--- src/dcrms_pkg.sv ---
`timescale 1ns / 1ps
// ----------------------------------------------------------------------------
// dcrms_pkg: shared definitions of the block DC level and RMS engine
// Sizes and the request/response structures that pass between the top
// level and the shared square-root unit.
// ----------------------------------------------------------------------------
package dcrms_pkg;

    // Block length and sample format.
    localparam int SAMPLE_COUNT = 1024;
    localparam int SAMPLE_W     = 12;
    localparam int SAMPLE_MAX   = 4095;
    localparam int RMS_W        = 20;
    localparam int ADDR_W       = (SAMPLE_COUNT > 2) ? $clog2(SAMPLE_COUNT) : 1;

    // The block length is a power of two, so dividing by it is a right shift.
    localparam int COUNT_LOG2   = $clog2(SAMPLE_COUNT);

    // Accumulator widths, sized so that no block can overflow them.
    localparam int SUM_W = $clog2(SAMPLE_COUNT * SAMPLE_MAX + 1);
    localparam longint SQ_MAX = longint'(SAMPLE_COUNT) * SAMPLE_MAX * SAMPLE_MAX;
    localparam int SQ_W  = $clog2(SQ_MAX + 1);
    localparam int DIFF_W = SAMPLE_W;
    localparam int PROD_W = 2 * DIFF_W;

    // Eight fraction bits on the root means sixteen on the mean square.
    localparam int SCALE_SHIFT = 16;
    localparam int SCL_W       = SQ_W + SCALE_SHIFT - COUNT_LOG2;
    localparam int ROOT_W      = (SCL_W + 1) / 2;
    localparam int OPND_W      = 2 * ROOT_W;

    // Shared subtract/compare unit width: remainder plus two operand bits.
    localparam int UNIT_W    = ROOT_W + 3;
    localparam int STEP_W    = $clog2(ROOT_W + 1);

    // Request to the shared unit.
    typedef struct packed {
        logic              start;
        logic [OPND_W-1:0] operand;
    } unit_req_t;

    // Response from the shared unit.
    typedef struct packed {
        logic              done;
        logic [ROOT_W-1:0] value;
    } unit_rsp_t;

endpackage

--- src/dcrms_divsqrt.sv ---
`timescale 1ns / 1ps
// ----------------------------------------------------------------------------
// dcrms_divsqrt: shared iterative square root
// One subtract/compare unit forms the digit-by-digit root of the scaled
// mean square, one root bit (two operand bits) per cycle.
// ----------------------------------------------------------------------------
module dcrms_divsqrt (
    input  logic                 aclk,
    input  logic                 aresetn,
    input  dcrms_pkg::unit_req_t req,
    output dcrms_pkg::unit_rsp_t rsp
);

    typedef enum logic {
        S_IDLE,
        S_RUN
    } state_t;

    state_t                               state_reg;
    logic [dcrms_pkg::OPND_W-1:0]         opnd_reg;
    logic [dcrms_pkg::UNIT_W-3:0]         rem_reg;
    logic [dcrms_pkg::ROOT_W-1:0]         quo_reg;
    logic [dcrms_pkg::STEP_W-1:0]         step_reg;
    logic                                 done_reg;

    logic [dcrms_pkg::UNIT_W-1:0]         shifted;
    logic [dcrms_pkg::UNIT_W-1:0]         trial;
    logic [dcrms_pkg::UNIT_W:0]           diff;
    logic                                 fits;

    // Next two operand bits brought down beside the remainder, and the trial
    // value four times the partial root plus one.
    assign shifted = {rem_reg, opnd_reg[dcrms_pkg::OPND_W-1 -: 2]};
    assign trial   = {1'b0, quo_reg, 2'b01};

    // The shared subtract and compare.
    assign diff = {1'b0, shifted} - {1'b0, trial};
    assign fits = ~diff[dcrms_pkg::UNIT_W];

    // Sequencer and working registers.
    always_ff @(posedge aclk) begin
        if (!aresetn) begin
            state_reg <= S_IDLE;
            done_reg  <= 1'b0;
            step_reg  <= '0;
        end else begin
            unique case (state_reg)
                S_IDLE: begin
                    done_reg <= 1'b0;
                    if (req.start) begin
                        state_reg <= S_RUN;
                        opnd_reg  <= req.operand;
                        rem_reg   <= '0;
                        quo_reg   <= '0;
                        step_reg  <= dcrms_pkg::STEP_W'(dcrms_pkg::ROOT_W);
                    end
                end
                S_RUN: begin
                    rem_reg  <= fits ? diff[dcrms_pkg::UNIT_W-3:0]
                                     : shifted[dcrms_pkg::UNIT_W-3:0];
                    quo_reg  <= {quo_reg[dcrms_pkg::ROOT_W-2:0], fits};
                    opnd_reg <= {opnd_reg[dcrms_pkg::OPND_W-3:0], 2'b00};
                    step_reg <= step_reg - 1'b1;
                    if (step_reg == dcrms_pkg::STEP_W'(1)) begin
                        state_reg <= S_IDLE;
                        done_reg  <= 1'b1;
                    end else begin
                        done_reg  <= 1'b0;
                    end
                end
                default: begin
                    state_reg <= S_IDLE;
                    done_reg  <= 1'b0;
                end
            endcase
        end
    end

    assign rsp.done  = done_reg;
    assign rsp.value = quo_reg;

    // A new request only ever arrives while the unit is idle.
    a_start_idle: assert property (@(posedge aclk) disable iff (!aresetn)
        req.start |-> (state_reg == S_IDLE))
        else $error("divsqrt request while busy");

    // Completion leaves the unit idle.
    a_done_idle: assert property (@(posedge aclk) disable iff (!aresetn)
        done_reg |-> (state_reg == S_IDLE))
        else $error("divsqrt done while still running");

    // A running operation always has steps left.
    a_run_steps: assert property (@(posedge aclk) disable iff (!aresetn)
        (state_reg == S_RUN) |-> (step_reg != '0))
        else $error("divsqrt running with no steps left");

endmodule

--- config.mk ---
export PLATFORM = sky130hd
export DESIGN_NAME = dcrms_divsqrt
export DESIGN_NICKNAME = d
export VERILOG_FILES = /design/src/dcrms_pkg.sv /design/src/dcrms_divsqrt.sv
export SDC_FILE = /design/constraint.sdc
export NUM_CORES = 1
export LEC_CHECK = 0
export BUFFER_PORTS_ARGS = -buffer_cell sky130_fd_sc_hd__clkbuf_2
export CORE_UTILIZATION = 25
export CTS_CLUSTER_SIZE = 10
export DETAILED_ROUTE_END_ITERATION = 7
export PLACE_DENSITY = 0.44
export SYNTH_ARGS = -nofsm -noshare
export SYNTH_HDL_FRONTEND = slang
export SYNTH_SLANG_ARGS = --single-unit
--- constraint.sdc ---
create_clock -name aclk -period 5.8 [get_ports aclk]
set_clock_uncertainty 0.2 [all_clocks]
set_input_delay 0.29 -clock aclk [delete_from_list [all_inputs] [get_ports aclk]]
set_output_delay 0.29 -clock aclk [all_outputs]
set_load 0.01 [all_outputs]
==> summary.txt, run 1 <==
Routing
  • Post-DRT Antenna Nets: 0
  • Average wire per standard cell: 14.7 microns
  • Starting DRT DRC Count: 162
  • DRT met1 WL: 4740 microns
  • DR DRC count: 0
  • Metal2 WL: 4970 microns
  • Drt pass-1 iters: 4
  • DR WL met3: 717 microns
  • Via Count: 3305
  • Total Wirelength: 10600 microns
  • Via-to-Cell Ratio: 4.60
  • Top Layer Used: met4

Yosys
  • Synth top area share: 50.9%
  • Top cells by area, synth: edfxtp_1 (51%), mux2_2 (9.2%), ha_1 (6.0%), nor2_1 (3.7%), dfxtp_1 (2.9%)
  • Ys Warns: 0
  • Synthesized net count: 481
  • Async set or reset register ratio after synthesis: 0%
  • Dominant register cell in the synthesized netlist: edfxtp_1
  • Mean area per synthesized cell: 11.5 sq um
  • Synth unique cells: 48
  • Syn Inst Count: 415
  • Post-Syn Area: 4780 sq um
  • Seq/Total Area, Yosys: 53.8%
  • FF+latch count, synth: 88
  • Post-synth EDFFs: 81
  • Top cell type by total area after synthesis: edfxtp_1

Clock tree
  • Clock Tree Buf Depth: 2
  • Inserted Clock Buffers: 9
  • Clk root buf: clkbuf_16
  • Post-CTS Setup Repair Bufs: 0
  • H-tree depth reported by CTS: 3
  • Worst skew pair latency: 0.35 ns
  • Cts repair resizes: 0
  • TritonCTS clock tree: built
  • CTS Hold Bufs: 0
  • Clock Sinks: 88
  • Clk slew on worst S/H paths: 0.07 ns

Power
  • Clock power share: 32.5%
  • Internal: 1.19 mW
  • Switching share of power: 28.3%
  • Static Leak: 2.21 nW
  • Gate power share: 20.8%
  • NetSw: 0.470 mW
  • Pwr dens: 296 nW/um^2
  • Seq pwr share: 46.7%
  • Worst VDD drop: 0.149 mV

Layout
  • Final core utilization: 30.1%
  • Fin nets: 545
  • Area grow syn2layout: 17.6%
  • Largest register FFs: 40
  • Diodes inserted: 0
  • Fill cells: 1923
  • Layout cells sized above 1: 25.6%
  • Post-route cell area: 5620 sq um

Timing
  • Hold slack final: 0.0389 ns
  • Final setup violating endpoints: 0
  • Fin crit share: 61.1%
  • Achievable Freq: 282 MHz
  • Worst-Margin Slew: 1.16 ns
  • Slew Viols, Final: 0
  • Slew HR: 22.2%
  • PnR worst setup slack: 2.25 ns
  • Fin crit period: 3.55 ns
  • Setup_tns: 0 ns
  • RSZ-0062 raised after global routing: no
  • Number of failing hold endpoints at the final stage: 0

Die
  • Starting density of the core: 25.6%
  • Die extent in y: 140 microns
  • CORE AREA: 18700 sq um
  • Die Width: 140 microns
  • # IOs: 64
  • Row count: 50
  • DIE AREA: 19700 sq um

Critical path
  • Reg2reg setup slack: 2.25 ns
  • CP max FO: 28
  • Critical path type: flop to flop
  • CP required: 5.74 ns
  • Worst-case reg-to-reg path depth: 7
  • Critical Path Sink Type: flop
  • Startpoint Class: flop
  • R2r endpoint: rem_reg[14]
  • Arrival time at the worst endpoint: 3.49 ns
  • Worst reg2reg startpoint: rem_reg[12]

Global routing
  • Vias in the first global route: 3524
  • Total GRT Usage: 11.4%
  • Largest net degree at the start of global routing: 63
  • Global route overflow: 0
  • Initial antenna violation count: 0
  • First-pass GRT wire length: 17600 microns

Run status
  • Status: complete, no violations

Placement
  • DP HPWL: 7260 microns
  • Setup WS pre-CTS: 2.26 ns
  • Placed cell area: 5360 sq um
  • Placer congestion estimate: 0.851
  • # port buffers: 63

Hold path
  • Hold_sp: req[0]
  • Hold Crit Endpoint: opnd_reg[0]
  • Hold Path Class: input pin to flop
  • Hold depth: 2

Run
  • Max Cap Viol: 0
[power groups by stage]
stage	Combinational, mW	Clock, mW	Sequential, mW
detailed placement	0.348	0	0.790
finish	0.345	0.541	0.777
floorplan	0.260	0	0.791
CTS	0.350	0.562	0.777
global placement	0.345	0	0.790
global route	0.388	0.584	0.782
[how the worst max path moves through the flow]
stage,start,to,slack [ns]
6_report,rem_reg[12],rem_reg[14],2.25
3_3_place_gp,rem_reg[12],rem_reg[17],2.36
3_5_place_dp,rem_reg[11],rem_reg[17],2.26
5_1_grt,quo_reg[12],rem_reg[14],2.07
4_1_cts,rem_reg[11],rem_reg[14],2.22
2_1_floorplan,state_reg,opnd_reg[0],0.83
[critical path, stage by stage (launching register included)]
cell      delay [ns]
edfxtp_1        0.41
ha_1            0.39
nand2_1         0.09
or4_1           0.52
a211o_1         0.34
a31oi_4         0.84
nand2_4         0.17
o32ai_1         0.37
[cell families after synthesis]
family | count (synthesis) | synth area share (%)
AOI/OAI and AO/OA | 90 | 12.7
xor gates and xnor gates | 10 | 1.83
adders and majority gates | 23 | 6.02
buffers and inverters | 43 | 3.69
DFF | 88 | 53.8
muxes | 46 | 10.6
and+or+nand+nor | 115 | 11.3
[synth_stat cells, drive strengths merged (2+ instances only)]
cell     instances
edfxtp          81
nor2            47
mux2            39
inv             29
nand2           28
a21oi           27
ha              23
o21ai           18
clkbuf          10
o21a            10
xnor2            9
nor3             8
dfxtp            7
mux2i            7
nor2b            7
a211oi           5
a21o             4
nand3            4
a21boi           3
a31oi            3
and2             3
buf              3
nand2b           3
nand3b           3
o211a            3
o211ai           3
o32ai            3
or3              3
a211o            2
a221o            2
nand4            2
o2111ai          2
o22ai            2
or4              2
[metrics by stage]
stage | power, mW | instances
2_1_floorplan | 1.05 | 415
4_1_cts | 1.69 | 718
6_report | 1.66 | 718
3_5_place_dp | 1.14 | 702
5_1_grt | 1.75 | 718
3_3_place_gp | 1.13 | 702
[routing by layer]
metal / track usage (%) / up-vias
met3: 4.68 / 14
met1: 13.3 / 1568
met4: 3.70 / 0
li1: - / 1655
met5: 0 / -
met2: 19.1 / 68
[cell type report]
| type | count | area, sq um | area share, % |
|---|---|---|---|
| Sequential cell | 88 | 2570 | 45.8 |
| Inverter | 30 | 113 | 2.00 |
| Multi-Input combinational cell | 284 | 2040 | 36.3 |
| Clock buffer | 11 | 233 | 4.14 |
| Tap cell | 234 | 293 | 5.21 |
| Clock inverter | 5 | 33.8 | 0.601 |
| Timing Repair Buffer | 66 | 338 | 6.01 |
[layout by cell type (no fill, tap or decap), drive strengths merged, types with 4 or more instances in the layout]
cell type / count
edfxtp: 81
nor2b: 7
inv: 29
a21oi: 27
ha: 23
o21ai: 18
nor2: 47
clkinv: 5
clkbuf: 74
nand3: 4
a211oi: 5
dfxtp: 7
a21o: 4
mux2i: 7
nor3: 8
mux2: 39
xnor2: 9
nand2: 28
o21a: 10
No activity file was read; power rests on OpenSTA's default activity.
==> run 2: changes to the inputs <==
clock period = 3.41 ns   (was 5.8 ns; I/O delays follow)
==> run 2 against run 1 <==
Worst hold slack improved by 0.29 ns; final area up 9.0%; clock power rose by 90%; critical path depth increased by 1; core utilization is 2.7 points higher; routed wire length up 4.4%; non-clock buffer count up 49; die area unchanged; register-to-register slack worse by 1.9 ns; count of clock-buffer cells in the layout fell by 2; largest cell class unchanged.
==> summary.txt, run 2 (same netlist as run 1, synthesis figures left out) <==
Global routing
  • Global route overflow: 0 (unchanged)
  • Initial antenna violation count: 0 (unchanged)
  • Total GRT Usage: 11.9% (was 11.4%)
  • First-pass GRT wire length: 18200 microns (was 17600 microns)
  • Largest net degree at the start of global routing: 54 (was 63)
  • Vias in the first global route: 3674 (was 3524)

Routing
  • Via-to-Cell Ratio: 4.58 (was 4.60)
  • Total Wirelength: 11000 microns (was 10600 microns)
  • Starting DRT DRC Count: 166 (was 162)
  • Average wire per standard cell: 14.4 microns (was 14.7 microns)
  • Post-DRT Antenna Nets: 0 (unchanged)
  • DR DRC count: 0 (unchanged)
  • Via Count: 3511 (was 3305)
  • Drt pass-1 iters: 4 (unchanged)

Placement
  • # port buffers: 63 (unchanged)
  • Placer congestion estimate: 0.798 (was 0.851)
  • DP HPWL: 7610 microns (was 7260 microns)
  • Placed cell area: 5410 sq um (was 5360 sq um)
  • Placed Cells: 709 (was 702)

Layout
  • Fill cells: 1899 (was 1923)
  • Final core utilization: 32.8% (was 30.1%)
  • Largest register FFs: 40 (unchanged)
  • Finished Layout Cells: 767 (was 718)
  • Fin nets: 594 (was 545)
  • Post-route cell area: 6130 sq um (was 5620 sq um)
  • Diodes inserted: 0 (unchanged)
  • Layout cells sized above 1: 25.0% (was 25.6%)
  • Commonest non-fill, non-tap cell in the layout: edfxtp_1 (unchanged)
  • Area grow syn2layout: 28.2% (was 17.6%)
  • Most frequent cells in the layout: edfxtp_1 (81), clkbuf_2 (63), nor2_1 (47) (unchanged)

Timing
  • RSZ-0062 raised after global routing: no (unchanged)
  • Setup_tns: 0 ns (unchanged)
  • Hold slack final: 0.328 ns (was 0.0389 ns)
  • Final setup violating endpoints: 0 (unchanged)
  • Fin crit period: 3.09 ns (was 3.55 ns)
  • Slew HR: 54.2% (was 22.2%)
  • Worst-Margin Slew: 0.686 ns (was 1.16 ns)
  • Number of failing hold endpoints at the final stage: 0 (unchanged)
  • Slew Viols, Final: 0 (unchanged)
  • Fin crit share: 90.7% (was 61.1%)
  • Achievable Freq: 323 MHz (was 282 MHz)

Clock tree
  • Clock Sinks: 88 (unchanged)
  • Worst skew pair latency: 0.35 ns (about the same)
  • Clk slew on worst S/H paths: 0.07 ns (about the same)
  • Clk root buf: clkbuf_16 (unchanged)
  • H-tree depth reported by CTS: 3 (unchanged)
  • TritonCTS clock tree: built (unchanged)
  • Cts repair resizes: 0 (unchanged)
  • Clock Tree Buf Depth: 2 (unchanged)
  • CTS Hold Bufs: 42 (was 0)
  • Post-CTS Setup Repair Bufs: 0 (unchanged)
  • Inserted Clock Buffers: 9 (unchanged)

Critical path
  • Crit path depth: 8 (was 7)
  • Critical path type: flop to flop (unchanged)
  • Worst reg2reg startpoint: rem_reg[12] (unchanged)
  • Critical path origin: rem_reg[12] (unchanged)
  • Startpoint Class: flop (unchanged)
  • Family with the most delay on the worst path: compound AO/OA/AOI/OAI gates (unchanged)
  • Critical Path Sink Type: flop (unchanged)
  • Critical path, cell by cell: ha_1, nand2_1, or4_1, a211o_1, a31oi_4, buf_4, nand2_4, o32ai_1 (was ha_1, nand2_1, or4_1, a211o_1, a31oi_4, nand2_4, o32ai_1)
  • Slowest Stage Delay on Critical Path: 0.54 ns (was 0.84 ns)
  • CP max FO: 22 (was 28)
  • WP buf/inv: 1 (was 0)
  • CP max stage cell: or4_1 (was a31oi_4)
  • CP required: 3.38 ns (was 5.74 ns)
  • Arrival time at the worst endpoint: 3.06 ns (was 3.49 ns)
  • Worst-case reg-to-reg path depth: 8 (was 7)

Run status
  • Status: complete, no violations (unchanged)

Die
  • Die Width: 140 microns (unchanged)
  • # IOs: 64 (unchanged)
  • Starting density of the core: 25.6% (unchanged)
  • Die extent in y: 140 microns (unchanged)
  • CORE AREA: 18700 sq um (unchanged)
  • Row count: 50 (unchanged)
  • DIE AREA: 19700 sq um (unchanged)

Power
  • Pwr dens: 489 nW/um^2 (was 296 nW/um^2)
  • Worst VDD drop: 0.233 mV (was 0.149 mV)
  • Static Leak: 2.44 nW (was 2.21 nW)

Hold path
  • Hold Path Class: flop to flop (was input pin to flop)
  • Hold_sp: step_reg[4] (was req[0])
  • Hold depth: 1 (was 2)

Run
  • Max Cap Viol: 0 (unchanged)
[run 2: worst reg2reg max path, stage by stage, from the launching register on]
cell	delay [ns]
edfxtp_1	0.42
ha_1	0.39
nand2_1	0.09
or4_1	0.54
a211o_1	0.31
a31oi_4	0.20
buf_4	0.32
nand2_4	0.12
o32ai_1	0.31
[run 2: final cells by class]
| type | instances | area, sq um | share of cell area, % |
|---|---|---|---|
| flip-flops and latches | 88 | 2570 | 42.0 |
| inverters | 30 | 113 | 1.84 |
| well taps | 234 | 293 | 4.77 |
| multi-input cells | 284 | 2040 | 33.3 |
| clock buffers | 9 | 225 | 3.67 |
| repair buffers | 115 | 811 | 13.2 |
| clock inverters | 7 | 76.3 | 1.24 |
[run 2: power breakdown]
group	internal, mW	leakage, nW	switching [mW]	total, mW
sequential	1.28	0.843	0.0392	1.32
combinational	0.295	1.45	0.349	0.644
clock	0.575	0.144	0.456	1.03
total	2.15	2.44	0.844	3.00
[run 2: path summary, 6_finish.rpt]
path	endpoint	slack, ns
min reg2reg	step_reg[4]	0.33
max	rem_reg[17]	0.32
min	step_reg[4]	0.33
max reg2reg	rem_reg[17]	0.32
[run 2: layer usage]
layer	up-vias	part of all wire [%]	global-route usage, %	wire length, microns
met3	10	3.8	3.38	416
met1	1682	47	14.1	5130
met2	62	48	20.4	5350
met5	-	0	0	0
met4	0	1.2	3.99	131
li1	1757	-	-	-
[run 2: metrics by stage]
stage	total power, mW	worst slack (ns)
floorplan	1.78	0.0119
global placement	1.95	0.410
detailed placement	1.96	0.297
CTS	3.05	0.311
global route	3.15	0.174
finish	3.00	0.316
==> run 3: changes to the inputs <==
CELL_PAD_IN_SITES_DETAIL_PLACEMENT = 2   (was unset)
CELL_PAD_IN_SITES_GLOBAL_PLACEMENT = 2   (was unset)
PLACE_DENSITY = 0.59   (was 0.44)
TNS_END_PERCENT = 20   (was unset)
==> run 3 against run 2 <==
Sequential power about the same; clock power decreased by 8%; non-clock buffer count decreased by 1; combinational power increased by 3.4%; final area decreased by 0.39%; sequential share of layout area increased by 0.16 points; first-iteration DRC count decreased by 52%; die area unchanged; flip-flop and latch count unchanged; core utilization decreased by 0.13 points; critical path type unchanged; critical endpoint unchanged.
==> summary.txt, run 3 (same netlist as run 1, synthesis figures left out) <==
Die
  • Die Width: 140 microns (unchanged)
  • DIE AREA: 19700 sq um (unchanged)
  • # IOs: 64 (unchanged)
  • Die extent in y: 140 microns (unchanged)
  • Row count: 50 (unchanged)
  • Starting density of the core: 25.6% (unchanged)
  • CORE AREA: 18700 sq um (unchanged)

Routing
  • Average wire per standard cell: 17.3 microns (was 14.4 microns)
  • Drt pass-1 iters: 4 (unchanged)
  • Starting DRT DRC Count: 79 (was 166)
  • Total Wirelength: 13200 microns (was 11000 microns)
  • Via Count: 3614 (was 3511)
  • DR DRC count: 0 (unchanged)
  • Post-DRT Antenna Nets: 0 (unchanged)
  • Via-to-Cell Ratio: 4.72 (was 4.58)

Global routing
  • Initial antenna violation count: 0 (unchanged)
  • First-pass GRT wire length: 21900 microns (was 18200 microns)
  • Largest net degree at the start of global routing: 63 (was 54)
  • Global route overflow: 0 (unchanged)
  • Vias in the first global route: 4156 (was 3674)
  • Total GRT Usage: 14.4% (was 11.9%)

Clock tree
  • Clk root buf: clkbuf_16 (unchanged)
  • TritonCTS clock tree: built (unchanged)
  • Cts repair resizes: 0 (unchanged)
  • H-tree depth reported by CTS: 3 (unchanged)
  • Clock Tree Buf Depth: 2 (unchanged)
  • Worst skew pair latency: 0.35 ns (about the same)
  • Clock Sinks: 88 (unchanged)
  • Post-CTS Setup Repair Bufs: 0 (unchanged)
  • Inserted Clock Buffers: 9 (unchanged)
  • Clk slew on worst S/H paths: 0.07 ns (about the same)

Critical path
  • CP max FO: 13 (was 22)
  • CP required: 3.35 ns (was 3.38 ns)
  • Critical Path Sink Type: flop (unchanged)
  • Critical path type: flop to flop (unchanged)
  • Startpoint Class: flop (unchanged)
  • Arrival time at the worst endpoint: 3.08 ns (was 3.06 ns)

Layout
  • Commonest non-fill, non-tap cell in the layout: edfxtp_1 (unchanged)
  • Fill cells: 2005 (was 1899)
  • Post-route cell area: 6110 sq um (was 6130 sq um)
  • Largest register FFs: 40 (unchanged)
  • Diodes inserted: 0 (unchanged)
  • Fin nets: 593 (was 594)
  • Layout cells sized above 1: 24.6% (was 25.0%)
  • Most frequent cells in the layout: edfxtp_1 (81), clkbuf_2 (63), nor2_1 (47) (unchanged)
  • Area grow syn2layout: 27.7% (was 28.2%)

Timing
  • RSZ-0062 raised after global routing: no (unchanged)
  • Slew Viols, Final: 0 (unchanged)
  • Worst-Margin Slew: 0.621 ns (was 0.686 ns)
  • Fin crit period: 3.14 ns (was 3.09 ns)
  • Slew HR: 58.3% (was 54.2%)
  • Achievable Freq: 319 MHz (was 323 MHz)
  • Number of failing hold endpoints at the final stage: 0 (unchanged)
  • Final setup violating endpoints: 0 (unchanged)
  • Fin crit share: 92.0% (was 90.7%)
  • Setup_tns: 0 ns (unchanged)

Power
  • Static Leak: 2.43 nW (was 2.44 nW)
  • Pwr dens: 483 nW/um^2 (was 489 nW/um^2)
  • Worst VDD drop: 0.272 mV (was 0.233 mV)

Placement
  • Placer congestion estimate: 0.744 (was 0.798)
  • Placed cell area: 5420 sq um (was 5410 sq um)
  • # port buffers: 63 (unchanged)
  • DP HPWL: 9010 microns (was 7610 microns)

Run
  • Max Cap Viol: 0 (unchanged)

Hold path
  • Hold Path Class: input pin to flop (was flop to flop)

Run status
  • Status: complete, no violations (unchanged)
-- run 3: cell count changes in the layout (fill, tap and decap cells not counted) --
cell	change
clkinv_2	+1
clkinvlp_4	-1
buf_4	-2
bufinv_16	-1
buf_12	+1
inv_6	-1
clkinv_1	-1
clkinv_4	+1
clkbuf_1	+2
-- run 3: metal layers --
layer	vias up	part of all wire [%]	track usage (%)	wire length (microns)
met5	-	0	0	0
met1	1793	45	17.3	5960
met4	0	1.1	3.64	143
li1	1752	-	-	-
met3	10	3.3	3.38	436
met2	59	51	25.7	6680
-- run 3: worst max-delay path, stage by stage (launching register included) --
cell,delay [ns]
edfxtp_1,0.43
ha_1,0.40
nand2_1,0.13
or4_1,0.49
a211o_1,0.33
a31oi_4,0.22
buf_4,0.24
nand2_4,0.11
o32ai_1,0.38
-- run 3: cell type report --
cell class,count,area (sq um),share of cell area [%]
multi-input cells,284,2040,33.4
clock inverters,5,40.0,0.655
flip-flops and latches,88,2570,42.1
clock buffers,11,233,3.81
well taps,234,293,4.79
repair buffers,114,816,13.4
inverters,30,113,1.84
-- run 3: final timing paths --
check / from / endpoint / slack (ns) / cells after the start
worst max register to register: rem_reg[7] / rem_reg[17] / 0.27 / 8
worst max-delay path: rem_reg[7] / rem_reg[17] / 0.27 / 8
worst min register to register: step_reg[4] / step_reg[4] / 0.33 / 1
worst min-delay path: req[40] / step_reg[0] / 0.09 / 4
-- run 3: power by group --
group | leakage (nW) | total, mW | switching (mW) | internal, mW
clock network | 0.134 | 0.952 | 0.450 | 0.502
logic | 1.45 | 0.666 | 0.370 | 0.296
registers | 0.843 | 1.33 | 0.0460 | 1.28
-- run 3: repair_timing --
item | CTS | global route
hold buffers | 42 | 0
setup endpoints to repair | 0 | 0
hold endpoints to repair | 46 | 0
-- run 3: through the flow --
step | hold WS [ns] | cells | utilization, % | total power [mW] | worst slack (ns)
after floorplan | 0.0882 | 415 | - | 1.78 | 0.0119
after global placement | 0.271 | 708 | 28.9 | 1.96 | 0.447
after detailed placement | 0.277 | 708 | 28.9 | 1.98 | 0.302
after CTS | 0.0860 | 766 | 32.7 | 3.00 | 0.242
after global routing | 0.123 | 766 | 32.7 | 3.11 | 0.101
final | 0.0898 | 766 | 32.7 | 2.95 | 0.274
